### src/hw/rtl/hpr_pkg.sv
`timescale 1ns / 1ps

package hpr_pkg;

    // Field widths
    localparam int OP_W        = 2;
    localparam int FRAME_HI_W  = 6;
    localparam int FRAME_LO_W  = 4;
    localparam int FRAME_W     = FRAME_HI_W + FRAME_LO_W;
    localparam int KIND_W      = 32;
    localparam int IDENT_W     = 64;
    localparam int SID_W       = 32;
    localparam int SHORT_ID_W  = 16;
    localparam int MODE_W      = 2;
    localparam int TICK_W      = 7;

    // Default resync interval in ticks; valid range 1 to 127.
    localparam int RESYNC_INTERVAL_DEFAULT = 80;

    // Frame offset inside the 64-frame paging cycle above which the handset
    // stops listening.
    localparam logic [5:0] DEAF_OFFSET_MIN = 6'd55;

    // Item kinds
    localparam logic [OP_W-1:0] OP_TICK    = 2'd0;
    localparam logic [OP_W-1:0] OP_SYNC    = 2'd1;
    localparam logic [OP_W-1:0] OP_MESSAGE = 2'd2;

    // Control message kinds
    localparam logic [KIND_W-1:0] KIND_ACCEPT  = 32'd4;
    localparam logic [KIND_W-1:0] KIND_RELEASE = 32'd5;
    localparam logic [KIND_W-1:0] KIND_PAGING  = 32'd100;

    // Connection modes as shown on the result word
    localparam logic [MODE_W-1:0] MODE_UNREG     = 2'd0;
    localparam logic [MODE_W-1:0] MODE_CONNECTED = 2'd1;
    localparam logic [MODE_W-1:0] MODE_IDLE      = 2'd2;
    localparam logic [MODE_W-1:0] MODE_DONE      = 2'd3;

    // One result word
    typedef struct packed {
        logic               send_tune;
        logic               send_registration;
        logic               registered_event;
        logic               idle_event;
        logic               paged_event;
        logic [MODE_W-1:0]  connection_state;
        logic [FRAME_W-1:0] frame_count;
        logic               in_sync;
    } result_t;

endpackage

### src/hw/rtl/hpr_if.sv
`timescale 1ns / 1ps

// Input item channel
interface hpr_in_if;
    logic                                   valid;
    logic                                   ready;
    logic [hpr_pkg::OP_W-1:0]               operation;
    logic [hpr_pkg::FRAME_HI_W-1:0]         frame_high_bits;
    logic [hpr_pkg::FRAME_LO_W-1:0]         frame_low_bits;
    logic [hpr_pkg::KIND_W-1:0]             message_kind;
    logic [hpr_pkg::IDENT_W-1:0]            message_identity;
    logic [hpr_pkg::SID_W-1:0]              message_short_id;

    modport source (
        output valid, operation, frame_high_bits, frame_low_bits,
               message_kind, message_identity, message_short_id,
        input  ready
    );
    modport sink (
        input  valid, operation, frame_high_bits, frame_low_bits,
               message_kind, message_identity, message_short_id,
        output ready
    );
endinterface

// Result channel
interface hpr_out_if;
    logic                                   valid;
    logic                                   ready;
    logic                                   send_tune;
    logic                                   send_registration;
    logic                                   registered_event;
    logic                                   idle_event;
    logic                                   paged_event;
    logic [hpr_pkg::MODE_W-1:0]             connection_state;
    logic [hpr_pkg::FRAME_W-1:0]            frame_count;
    logic                                   in_sync;

    modport source (
        output valid, send_tune, send_registration, registered_event,
               idle_event, paged_event, connection_state, frame_count, in_sync,
        input  ready
    );
    modport sink (
        input  valid, send_tune, send_registration, registered_event,
               idle_event, paged_event, connection_state, frame_count, in_sync,
        output ready
    );
endinterface

// Configuration write channel
interface hpr_cfg_if;
    logic                                   valid;
    logic                                   ready;
    logic [hpr_pkg::IDENT_W-1:0]            permanent_identity;

    modport source (
        output valid, permanent_identity,
        input  ready
    );
    modport sink (
        input  valid, permanent_identity,
        output ready
    );
endinterface

### src/hw/rtl/hpr_core.sv
`timescale 1ns / 1ps

// Handset state and the single-pass update for one accepted word.
module hpr_core #(
    parameter int RESYNC_INTERVAL = hpr_pkg::RESYNC_INTERVAL_DEFAULT
) (
    input  logic                             clk,
    input  logic                             rst_n,
    input  logic                             item_accept,
    input  logic [hpr_pkg::OP_W-1:0]         operation,
    input  logic [hpr_pkg::FRAME_HI_W-1:0]   frame_high_bits,
    input  logic [hpr_pkg::FRAME_LO_W-1:0]   frame_low_bits,
    input  logic [hpr_pkg::KIND_W-1:0]       message_kind,
    input  logic [hpr_pkg::IDENT_W-1:0]      message_identity,
    input  logic [hpr_pkg::SID_W-1:0]        message_short_id,
    input  logic                             cfg_write,
    input  logic [hpr_pkg::IDENT_W-1:0]      cfg_identity,
    output hpr_pkg::result_t                 result
);

    localparam logic [hpr_pkg::TICK_W-1:0] RESYNC = hpr_pkg::TICK_W'(RESYNC_INTERVAL);

    logic                                synced_reg, synced_next;
    logic [hpr_pkg::FRAME_W-1:0]         frame_reg, frame_next;
    logic [hpr_pkg::TICK_W-1:0]          ticks_reg, ticks_next;
    logic [hpr_pkg::MODE_W-1:0]          mode_reg, mode_next;
    logic                                request_sent_reg, request_sent_next;
    logic [hpr_pkg::SHORT_ID_W-1:0]      short_id_reg, short_id_next;
    logic                                deaf_reg, deaf_next;
    logic [hpr_pkg::IDENT_W-1:0]         perm_id_reg;

    logic [hpr_pkg::FRAME_W-1:0]         rx_frame;
    logic                                sid_match;
    hpr_pkg::result_t                    res;

    assign rx_frame  = {frame_high_bits, frame_low_bits};
    assign sid_match = (message_short_id ==
                        {{(hpr_pkg::SID_W-hpr_pkg::SHORT_ID_W){1'b0}}, short_id_reg});

    // Next state and result for the word on the input.
    always_comb
    begin
        synced_next       = synced_reg;
        frame_next        = frame_reg;
        ticks_next        = ticks_reg;
        mode_next         = mode_reg;
        request_sent_next = request_sent_reg;
        short_id_next     = short_id_reg;
        deaf_next         = deaf_reg;
        res               = '0;

        if (mode_reg != hpr_pkg::MODE_DONE)
        begin
            case (operation)
                hpr_pkg::OP_TICK:
                begin
                    frame_next = frame_reg + 1'b1;
                    if (!synced_reg)
                    begin
                        res.send_tune = 1'b1;
                    end
                    else if (ticks_reg < RESYNC)
                    begin
                        ticks_next = ticks_reg + 1'b1;
                    end
                    deaf_next = (mode_reg == hpr_pkg::MODE_IDLE) &&
                                (frame_next[5:0] > hpr_pkg::DEAF_OFFSET_MIN) &&
                                (ticks_next < RESYNC);
                end
                hpr_pkg::OP_SYNC:
                begin
                    if (!deaf_reg)
                    begin
                        if (!synced_reg)
                        begin
                            frame_next  = rx_frame;
                            synced_next = 1'b1;
                            ticks_next  = '0;
                            if (!request_sent_reg && mode_reg == hpr_pkg::MODE_UNREG)
                            begin
                                res.send_registration = 1'b1;
                                request_sent_next     = 1'b1;
                            end
                        end
                        else if (ticks_reg >= RESYNC)
                        begin
                            frame_next = rx_frame;
                            ticks_next = '0;
                        end
                    end
                end
                hpr_pkg::OP_MESSAGE:
                begin
                    if (!deaf_reg)
                    begin
                        if (message_kind == hpr_pkg::KIND_ACCEPT)
                        begin
                            if (message_identity == perm_id_reg)
                            begin
                                short_id_next        = message_short_id[hpr_pkg::SHORT_ID_W-1:0];
                                mode_next            = hpr_pkg::MODE_CONNECTED;
                                res.registered_event = 1'b1;
                            end
                        end
                        else if (message_kind == hpr_pkg::KIND_RELEASE)
                        begin
                            if (sid_match && mode_reg == hpr_pkg::MODE_CONNECTED)
                            begin
                                mode_next      = hpr_pkg::MODE_IDLE;
                                res.idle_event = 1'b1;
                            end
                        end
                        else if (message_kind == hpr_pkg::KIND_PAGING)
                        begin
                            if (sid_match && mode_reg == hpr_pkg::MODE_IDLE)
                            begin
                                mode_next       = hpr_pkg::MODE_DONE;
                                res.paged_event = 1'b1;
                            end
                        end
                    end
                end
                default:
                begin
                    // Unused item kind leaves the state alone.
                end
            endcase
        end

        res.connection_state = mode_next;
        res.frame_count      = frame_next;
        res.in_sync          = synced_next;
    end

    assign result = res;

    // Handset state registers, updated once per accepted word.
    always_ff @(posedge clk or negedge rst_n)
    begin
        if (!rst_n)
        begin
            synced_reg       <= 1'b0;
            frame_reg        <= '0;
            ticks_reg        <= '0;
            mode_reg         <= hpr_pkg::MODE_UNREG;
            request_sent_reg <= 1'b0;
            short_id_reg     <= '0;
            deaf_reg         <= 1'b0;
        end
        else if (item_accept)
        begin
            synced_reg       <= synced_next;
            frame_reg        <= frame_next;
            ticks_reg        <= ticks_next;
            mode_reg         <= mode_next;
            request_sent_reg <= request_sent_next;
            short_id_reg     <= short_id_next;
            deaf_reg         <= deaf_next;
        end
    end

    // Permanent identity register.
    always_ff @(posedge clk or negedge rst_n)
    begin
        if (!rst_n)
        begin
            perm_id_reg <= '0;
        end
        else if (cfg_write)
        begin
            perm_id_reg <= cfg_identity;
        end
    end

endmodule

### src/hw/rtl/hpr_result_reg.sv
`timescale 1ns / 1ps

// Result register: holds one finished word until the sink takes it and
// accepts a new one in the same cycle the old one leaves.
module hpr_result_reg (
    input  logic             clk,
    input  logic             rst_n,
    input  logic             load,
    input  hpr_pkg::result_t result_in,
    input  logic             out_ready,
    output logic             can_load,
    output logic             out_valid,
    output hpr_pkg::result_t result_out
);

    logic             valid_reg, valid_next;
    hpr_pkg::result_t data_reg;

    assign can_load   = !valid_reg || out_ready;
    assign out_valid  = valid_reg;
    assign result_out = data_reg;

    // Word is present after a load, gone once taken without a refill.
    always_comb
    begin
        valid_next = valid_reg;
        if (load)
        begin
            valid_next = 1'b1;
        end
        else if (out_ready)
        begin
            valid_next = 1'b0;
        end
    end

    always_ff @(posedge clk or negedge rst_n)
    begin
        if (!rst_n)
        begin
            valid_reg <= 1'b0;
        end
        else
        begin
            valid_reg <= valid_next;
        end
    end

    always_ff @(posedge clk)
    begin
        if (load)
        begin
            data_reg <= result_in;
        end
    end

endmodule

### src/hw/rtl/handset_paging_receiver.sv
`timescale 1ns / 1ps

// Channel   Role    Word
// in_ch     sink    frame tick, sync burst or control message
// out_ch    source  events, connection state, frame number, sync flag
// cfg       sink    permanent identity
//
// Every input word gives one result word, shown on out_ch in the cycle after it is accepted.
// One word per cycle is sustained while out_ch.ready is high; the state update is one pass of logic
// between the handset state registers and the result register.
// in_ch.ready is low only while a result is held and out_ch.ready is low.
// Reset clears all state and the identity to zero; cfg.ready is always high.
module handset_paging_receiver #(
    parameter int RESYNC_INTERVAL = hpr_pkg::RESYNC_INTERVAL_DEFAULT
) (
    input  logic      clk,
    input  logic      rst_n,
    hpr_in_if.sink    in_ch,
    hpr_out_if.source out_ch,
    hpr_cfg_if.sink   cfg
);

    logic             item_accept;
    logic             can_load;
    hpr_pkg::result_t core_result;
    hpr_pkg::result_t held_result;

    assign in_ch.ready = can_load;
    assign item_accept = in_ch.valid && can_load;
    assign cfg.ready   = 1'b1;

    // State update
    hpr_core #(
        .RESYNC_INTERVAL (RESYNC_INTERVAL)
    ) u_core (
        .clk              (clk),
        .rst_n            (rst_n),
        .item_accept      (item_accept),
        .operation        (in_ch.operation),
        .frame_high_bits  (in_ch.frame_high_bits),
        .frame_low_bits   (in_ch.frame_low_bits),
        .message_kind     (in_ch.message_kind),
        .message_identity (in_ch.message_identity),
        .message_short_id (in_ch.message_short_id),
        .cfg_write        (cfg.valid),
        .cfg_identity     (cfg.permanent_identity),
        .result           (core_result)
    );

    // Result register
    hpr_result_reg u_result (
        .clk        (clk),
        .rst_n      (rst_n),
        .load       (item_accept),
        .result_in  (core_result),
        .out_ready  (out_ch.ready),
        .can_load   (can_load),
        .out_valid  (out_ch.valid),
        .result_out (held_result)
    );

    assign out_ch.send_tune         = held_result.send_tune;
    assign out_ch.send_registration = held_result.send_registration;
    assign out_ch.registered_event  = held_result.registered_event;
    assign out_ch.idle_event        = held_result.idle_event;
    assign out_ch.paged_event       = held_result.paged_event;
    assign out_ch.connection_state  = held_result.connection_state;
    assign out_ch.frame_count       = held_result.frame_count;
    assign out_ch.in_sync           = held_result.in_sync;

endmodule

### src/flat_wrapper.sv
// flat-port wrapper written by rule: the top's interface ports become plain ports
module handset_paging_receiver_flat 
#(
    parameter int RESYNC_INTERVAL = hpr_pkg::RESYNC_INTERVAL_DEFAULT
)
  (clk, rst_n, in_ch_valid, in_ch_operation, in_ch_frame_high_bits, in_ch_frame_low_bits, in_ch_message_kind, in_ch_message_identity, in_ch_message_short_id, in_ch_ready, out_ch_valid, out_ch_send_tune, out_ch_send_registration, out_ch_registered_event, out_ch_idle_event, out_ch_paged_event, out_ch_connection_state, out_ch_frame_count, out_ch_in_sync, out_ch_ready, cfg_valid, cfg_permanent_identity, cfg_ready);
  hpr_in_if in_ch_i ();
  hpr_out_if out_ch_i ();
  hpr_cfg_if cfg_i ();
  input  logic clk;
  input  logic rst_n;
  input wire logic [$bits(in_ch_i.valid)-1:0] in_ch_valid;
  input wire logic [$bits(in_ch_i.operation)-1:0] in_ch_operation;
  input wire logic [$bits(in_ch_i.frame_high_bits)-1:0] in_ch_frame_high_bits;
  input wire logic [$bits(in_ch_i.frame_low_bits)-1:0] in_ch_frame_low_bits;
  input wire logic [$bits(in_ch_i.message_kind)-1:0] in_ch_message_kind;
  input wire logic [$bits(in_ch_i.message_identity)-1:0] in_ch_message_identity;
  input wire logic [$bits(in_ch_i.message_short_id)-1:0] in_ch_message_short_id;
  output wire logic [$bits(in_ch_i.ready)-1:0] in_ch_ready;
  output wire logic [$bits(out_ch_i.valid)-1:0] out_ch_valid;
  output wire logic [$bits(out_ch_i.send_tune)-1:0] out_ch_send_tune;
  output wire logic [$bits(out_ch_i.send_registration)-1:0] out_ch_send_registration;
  output wire logic [$bits(out_ch_i.registered_event)-1:0] out_ch_registered_event;
  output wire logic [$bits(out_ch_i.idle_event)-1:0] out_ch_idle_event;
  output wire logic [$bits(out_ch_i.paged_event)-1:0] out_ch_paged_event;
  output wire logic [$bits(out_ch_i.connection_state)-1:0] out_ch_connection_state;
  output wire logic [$bits(out_ch_i.frame_count)-1:0] out_ch_frame_count;
  output wire logic [$bits(out_ch_i.in_sync)-1:0] out_ch_in_sync;
  input wire logic [$bits(out_ch_i.ready)-1:0] out_ch_ready;
  input wire logic [$bits(cfg_i.valid)-1:0] cfg_valid;
  input wire logic [$bits(cfg_i.permanent_identity)-1:0] cfg_permanent_identity;
  output wire logic [$bits(cfg_i.ready)-1:0] cfg_ready;
  assign in_ch_i.valid = in_ch_valid;
  assign in_ch_i.operation = in_ch_operation;
  assign in_ch_i.frame_high_bits = in_ch_frame_high_bits;
  assign in_ch_i.frame_low_bits = in_ch_frame_low_bits;
  assign in_ch_i.message_kind = in_ch_message_kind;
  assign in_ch_i.message_identity = in_ch_message_identity;
  assign in_ch_i.message_short_id = in_ch_message_short_id;
  assign in_ch_ready = in_ch_i.ready;
  assign out_ch_valid = out_ch_i.valid;
  assign out_ch_send_tune = out_ch_i.send_tune;
  assign out_ch_send_registration = out_ch_i.send_registration;
  assign out_ch_registered_event = out_ch_i.registered_event;
  assign out_ch_idle_event = out_ch_i.idle_event;
  assign out_ch_paged_event = out_ch_i.paged_event;
  assign out_ch_connection_state = out_ch_i.connection_state;
  assign out_ch_frame_count = out_ch_i.frame_count;
  assign out_ch_in_sync = out_ch_i.in_sync;
  assign out_ch_i.ready = out_ch_ready;
  assign cfg_i.valid = cfg_valid;
  assign cfg_i.permanent_identity = cfg_permanent_identity;
  assign cfg_ready = cfg_i.ready;
  handset_paging_receiver #(.RESYNC_INTERVAL(RESYNC_INTERVAL)) u_core (.clk(clk), .rst_n(rst_n), .in_ch(in_ch_i), .out_ch(out_ch_i), .cfg(cfg_i));
endmodule
### config.mk
export PLATFORM = sky130hd
export DESIGN_NAME = handset_paging_receiver_flat
export DESIGN_NICKNAME = d
export VERILOG_FILES = /design/src/hw/rtl/hpr_pkg.sv /design/src/hw/rtl/hpr_if.sv /design/src/hw/rtl/hpr_core.sv /design/src/hw/rtl/hpr_result_reg.sv /design/src/hw/rtl/handset_paging_receiver.sv /design/src/flat_wrapper.sv
export SDC_FILE = /design/constraint.sdc
export NUM_CORES = 1
export LEC_CHECK = 0
export BUFFER_PORTS_ARGS = -buffer_cell sky130_fd_sc_hd__buf_2
export CAP_MARGIN = 10
export CORE_UTILIZATION = 50
export CTS_CLUSTER_DIAMETER = 100
export DETAILED_ROUTE_END_ITERATION = 7
export PLACE_DENSITY = 0.91
export SKIP_CTS_REPAIR_TIMING = 1
export SLEW_MARGIN = 25
export SYNTH_ARGS = -nofsm -noshare
export SYNTH_HDL_FRONTEND = slang
export SYNTH_SLANG_ARGS = --single-unit
### constraint.sdc
create_clock -name clk -period 2.7 [get_ports clk]
set_input_delay 0.81 -clock clk [delete_from_list [all_inputs] [get_ports clk]]
set_output_delay 0.81 -clock clk [all_outputs]
set_load 0.01 [all_outputs]
**Word-level counts from Yosys, hierarchy flattened**

Index checks and enable logic that the tools add are counted.

- Register bits after elaboration: 121
- Latch bits: 0
- Bits in writable memories: 0
- Bits in read-only memories: 0
- Bits of input ports: 209
- Output and inout bits: 21
- Word-level logic and storage cells: 97
- Memories kept: 0

- $add $sub $neg: 2
- $mul: 0
- Divide/modulo/power cells: 0
- Order comparisons: 4
- Equal/unequal tests: 12
- Shift-type cells: 0
- Multiplexer cells: 32
- Bitwise gates (word level): 8
- Reduce and logical (&&, ||, !) cells: 22

Operators with widths:

| kind | count |
|---|---|
| 32-bit by 3-bit equality test with 1-bit output (second input constant) | 2 |
| 64-bit equality test | 1 |
| 7-bit two-way mux | 7 |
| 10-bit two-way mux | 4 |
| 32-bit by 16-bit equality test with 1-bit output | 1 |
| 32-bit by 7-bit equality test with 1-bit output (second input constant) | 1 |
| 10-bit case mux with 2 select lines | 1 |
| 2-bit two-way mux | 9 |
| 7-bit < comparator (second input constant) | 2 |
| 7-bit case mux with 2 select lines | 1 |
| 6-bit AND reduction | 2 |
| 10-bit by 1-bit adder with 10-bit output (second input constant) | 1 |
| 1-bit two-way mux | 10 |
| 1-bit inverter | 8 |
| 4-bit OR reduction | 2 |
| 7-bit by 1-bit adder with 7-bit output (second input constant) | 1 |
| 7-bit greater-or-equal comparator (second input constant) | 1 |
| 6-bit greater-than comparator (second input constant) | 1 |
| 1-bit logical AND | 6 |
| 6-bit OR reduction | 1 |
| 5-bit AND reduction | 1 |
| 5-bit OR reduction | 1 |
| 2-bit by 1-bit equality test with 1-bit output (second input constant) | 2 |
| 2-bit equality test (second input constant) | 2 |
| other kinds (8) | 12 |

**Logic depth before layout (Yosys ltp)**

- Depth after elaboration: 9
- Mapped depth: 9
- Gate-level depth less buffers: 7

**Cells and area by module**

A second synthesis with hierarchy kept.

- Cells, all modules: 559
- Area, all modules: 6353.6 µm²

By module, submodules not included:

| module | times used | cells an instance | area an instance (µm²) | sequential area each (µm²) |
|---|---|---|---|---|
| hpr_core | 1 | 535 | 5748.0 | 2552.4 |
| hpr_result_reg | 1 | 21 | 588.1 | 565.5 |
| handset_paging_receiver | 1 | 3 | 17.5 | 0.0 |

**Worst setup path before layout**

Ideal clock, no wire load.

- Path kind: input-to-reg
- From: input in_ch_operation[1]
- To: register u_core.u_core.short_id_reg[10] (netlist name)
- Setup time: 0.125 ns
- Data arrival time: 2.529 ns
- Data required time: 2.575 ns
- Setup slack: 0.045 ns
- Cell stages on the path: 9
- Buffers on the path: 3
- Cell sequence: buf_4 -> or3b_1 -> nor3_2 -> nand2_1 -> nor4_4 -> and3_1 -> buf_6 -> buf_12 -> mux2_4

- Cells in the longest elaborated chain, start to end: 2

RTL lines:

| item | line | text |
|---|---|---|
| from (decl) | flat_wrapper.sv:13 | `input wire logic [$bits(in_ch_i.operation)-1:0] in_ch_operation;` |
| 2-bit equality test | hpr_core.sv:54 | `case (operation)` |
| 6-bit AND reduction (no line) | -- |  |
| to (signal assigned) | hpr_core.sv:157 | `short_id_reg <= short_id_next;` |
| to (decl) | hpr_core.sv:28 | `logic [hpr_pkg::SHORT_ID_W-1:0] short_id_reg, short_id_next;` |

Every way passes these cells.
A chain may end at the register's enable or synchronous reset.

**Final worst setup path**

- From: input in_ch_message_identity[22]
- To: register u_core.u_core.short_id_reg[4] (netlist name)

- Cells in the longest elaborated chain, start to end: 2

RTL lines:

| item | line | text |
|---|---|---|
| from (decl) | flat_wrapper.sv:17 | `input wire logic [$bits(in_ch_i.message_identity)-1:0] in_ch_message_identity;` |
| 64-bit equality test | hpr_core.sv:98 | `if (message_identity == perm_id_reg)` |
| 6-bit AND reduction (no line) | -- |  |

Every way passes these cells.

==> metrics.txt <==
initial antenna violation count=0; first-pass GRT wire length=around 25000 um; crit-path max FO=17; Final Setup Violations=0; drt drc=0; top_reg_cell synth=dfrtp_1; startpoint types=input pin; MaxCap Viol Count=0; normalized max-slew margin=between 40% and 50%; clk sinks=121; CTS buffer count=17; Tmin final=~2.5 ns; Peak Freq=approximately 0.4 GHz; CP arrival=2.83 ns; number of I/O pins=230; DIE AREA=12700 um^2; Syn Nets=727; total global routing overflow=0; worst reg2reg startpoint=u_core.u_core.perm_id_reg[22]; sequential share of the synthesized area=50.9%; clk_lat worst skew=0.42 ns; Mapped Cells=about 510; VDD IR max=0.548 mV; critical path required time=about 3 ns; CTS tree=yes; Most Crowded Layer GR=met2; clk_skew=0.0117 ns; hold_ws=0.397 ns; post-synth top area share=42.0%; area grow syn2layout=34.2%; asr flop ratio synth=85.1%; setup repair after global routing missed its margin=no; Final Power=5.37 mW; layout cells sized above 1=47.6%; critical path class=in2reg; R2R setup slack=approximately 0.24 ns; flops & latches, synth=between 100 and 150; Total GRT Usage=between 20% and 30%; row count=40; largest net degree at the start of global routing=65; detailed placement HPWL=11800 um; final hold viol count=0; DIE HEIGHT=roughly 110 um; Power per Cell Area=between 600 and 700 nW/um^2; Final ANT Viol Nets=0; status=finished, final reports clean; WL/cell=17.0 um; PortBufs=228; Max Slew Vio Count=0; CTS clk-pin slew, worst paths=0.05 ns; die extent in x=~110 um; Worst Setup SP=in_ch_message_identity[22]; top cell type by total area after synthesis=dfrtp_1; max reg flops=64; DR vias=5050; LEAKAGE=3.91 nW; Synth warnings=0; Root Buffer=clkbuf_16; Final Core Density=68.8%; grt met2 use=a little over two fifths; Yosys cell types=47; # nets final=~980; Final Cycle Share=between 90% and 100%; crit path capture type=flip-flop; met3 Track Usage GR=10.0%; Slew @ Worst Pin=0.881 ns; Avg Cell Area, Syn=11.9 um^2; hold crit path type=in2async; vias in the first global route=approximately 5.1k; Final Wtd Congestion=between 0.8 and 0.9; post-DR vias/cell=5.45; most frequent cells after synthesis=103 x dfrtp_1, 73 x mux2_2, 65 x xor2_1; DRT Pass-1 Iters=5; count leader, synth=dfrtp_1; Routed WL=15800 um; initial DRC count=390; GRT met1 Usage=30.4%; starting density of the core=about 51%; maximum root-to-sink buffer count=2; Syn Std Cell Area=6130 um^2; top cells by area in the synthesized netlist=dfrtp_1 42%, mux2_2 13%, xor2_1 9.3%; number of flops mapped to enable cells by yosys=18; Max H-tree Level=4; Core Area=12000 um^2; Antenna Cells=0
[through the flow]
| step | worst slack [ns] | setup TNS (ns) | cell area [um^2] | instances |
|---|---|---|---|---|
| final | 0.159 | 0 | 8230 | 927 |
| after global routing | 0.0840 | 0 | 8230 | 927 |
| after CTS | 0.0777 | 0 | 8230 | 927 |
| after detailed placement | -0.440 | -6.97 | 7600 | 896 |
| after global placement | -0.451 | -7.39 | 7600 | 896 |
| after floorplan | 0.0455 | 0 | 6130 | 514 |
[cell type report]
type	count	area [um^2]
inverters	7	26.3
fillers	847	3730
flip-flops and latches	121	3120
clock inverters	8	144
clock buffers	23	478
repair buffers	255	1400
well taps	147	184
multi-input cells	366	2880
[final timing paths]
kind,endpoint,depth (start not counted)
setup / recovery,u_core.u_core.short_id_reg[4],8
hold / removal,u_core.u_core.frame_reg[8],1
setup reg to reg,u_core.u_core.short_id_reg[4],7
hold reg to reg,u_core.u_core.request_sent_reg,1
max in group asynchronous,u_core.u_core.perm_id_reg[24],2
min in group clk,u_core.u_core.request_sent_reg,1
[power breakdown]
part	switching (mW)	leakage, nW	total, mW	internal, mW
clock network	0.779	0.307	2.39	1.61
logic	0.356	2.16	0.770	0.415
registers	0.166	1.44	2.21	2.05
[cell usage in the layout, fill, tap and decap left out, drive strengths merged, types with 8 or more instances in the layout]
master and n:
a21oi 12, and3 8, buf 255, clkbuf 23, dfrtp 103, edfxtp 18
mux2 82, nand2 27, nand3 11, nand4 12, nor2 21, nor4 29
o21ai 20, xnor2 22, xor2 65
[per-layer routing]
layer | vias to the layer above | wire length [um]
li1 | 2347 | -
met1 | 2415 | 6190
met2 | 256 | 7780
met3 | 32 | 1530
met4 | 0 | 289
met5 | - | 0
[cells by family (layout without fill, tap and decap cells)]
logic type / count (synthesis) / count (layout) / share of synthesized area [%]
simple gates: 130 / 130 / 11.5
flops: 121 / 121 / 50.9
xor+xnor: 87 / 87 / 12.4
mux: 82 / 82 / 15.6
compound gates: 62 / 62 / 6.51
buf+inv: 27 / 293 / 2.18
fa+ha+maj: 4 / 4 / 0.816
other cells: 1 / 1 / 0.0612
[worst max-delay path, stage by stage]
cell	delay (ns)
buf_2	0.10
xor2_1	0.14
nor4_1	0.44
nand3_1	0.21
nor4_4	0.37
and3_4	0.24
buf_12	0.16
mux2_2	0.35
Note: power is estimated with default switching activity, not from simulation.
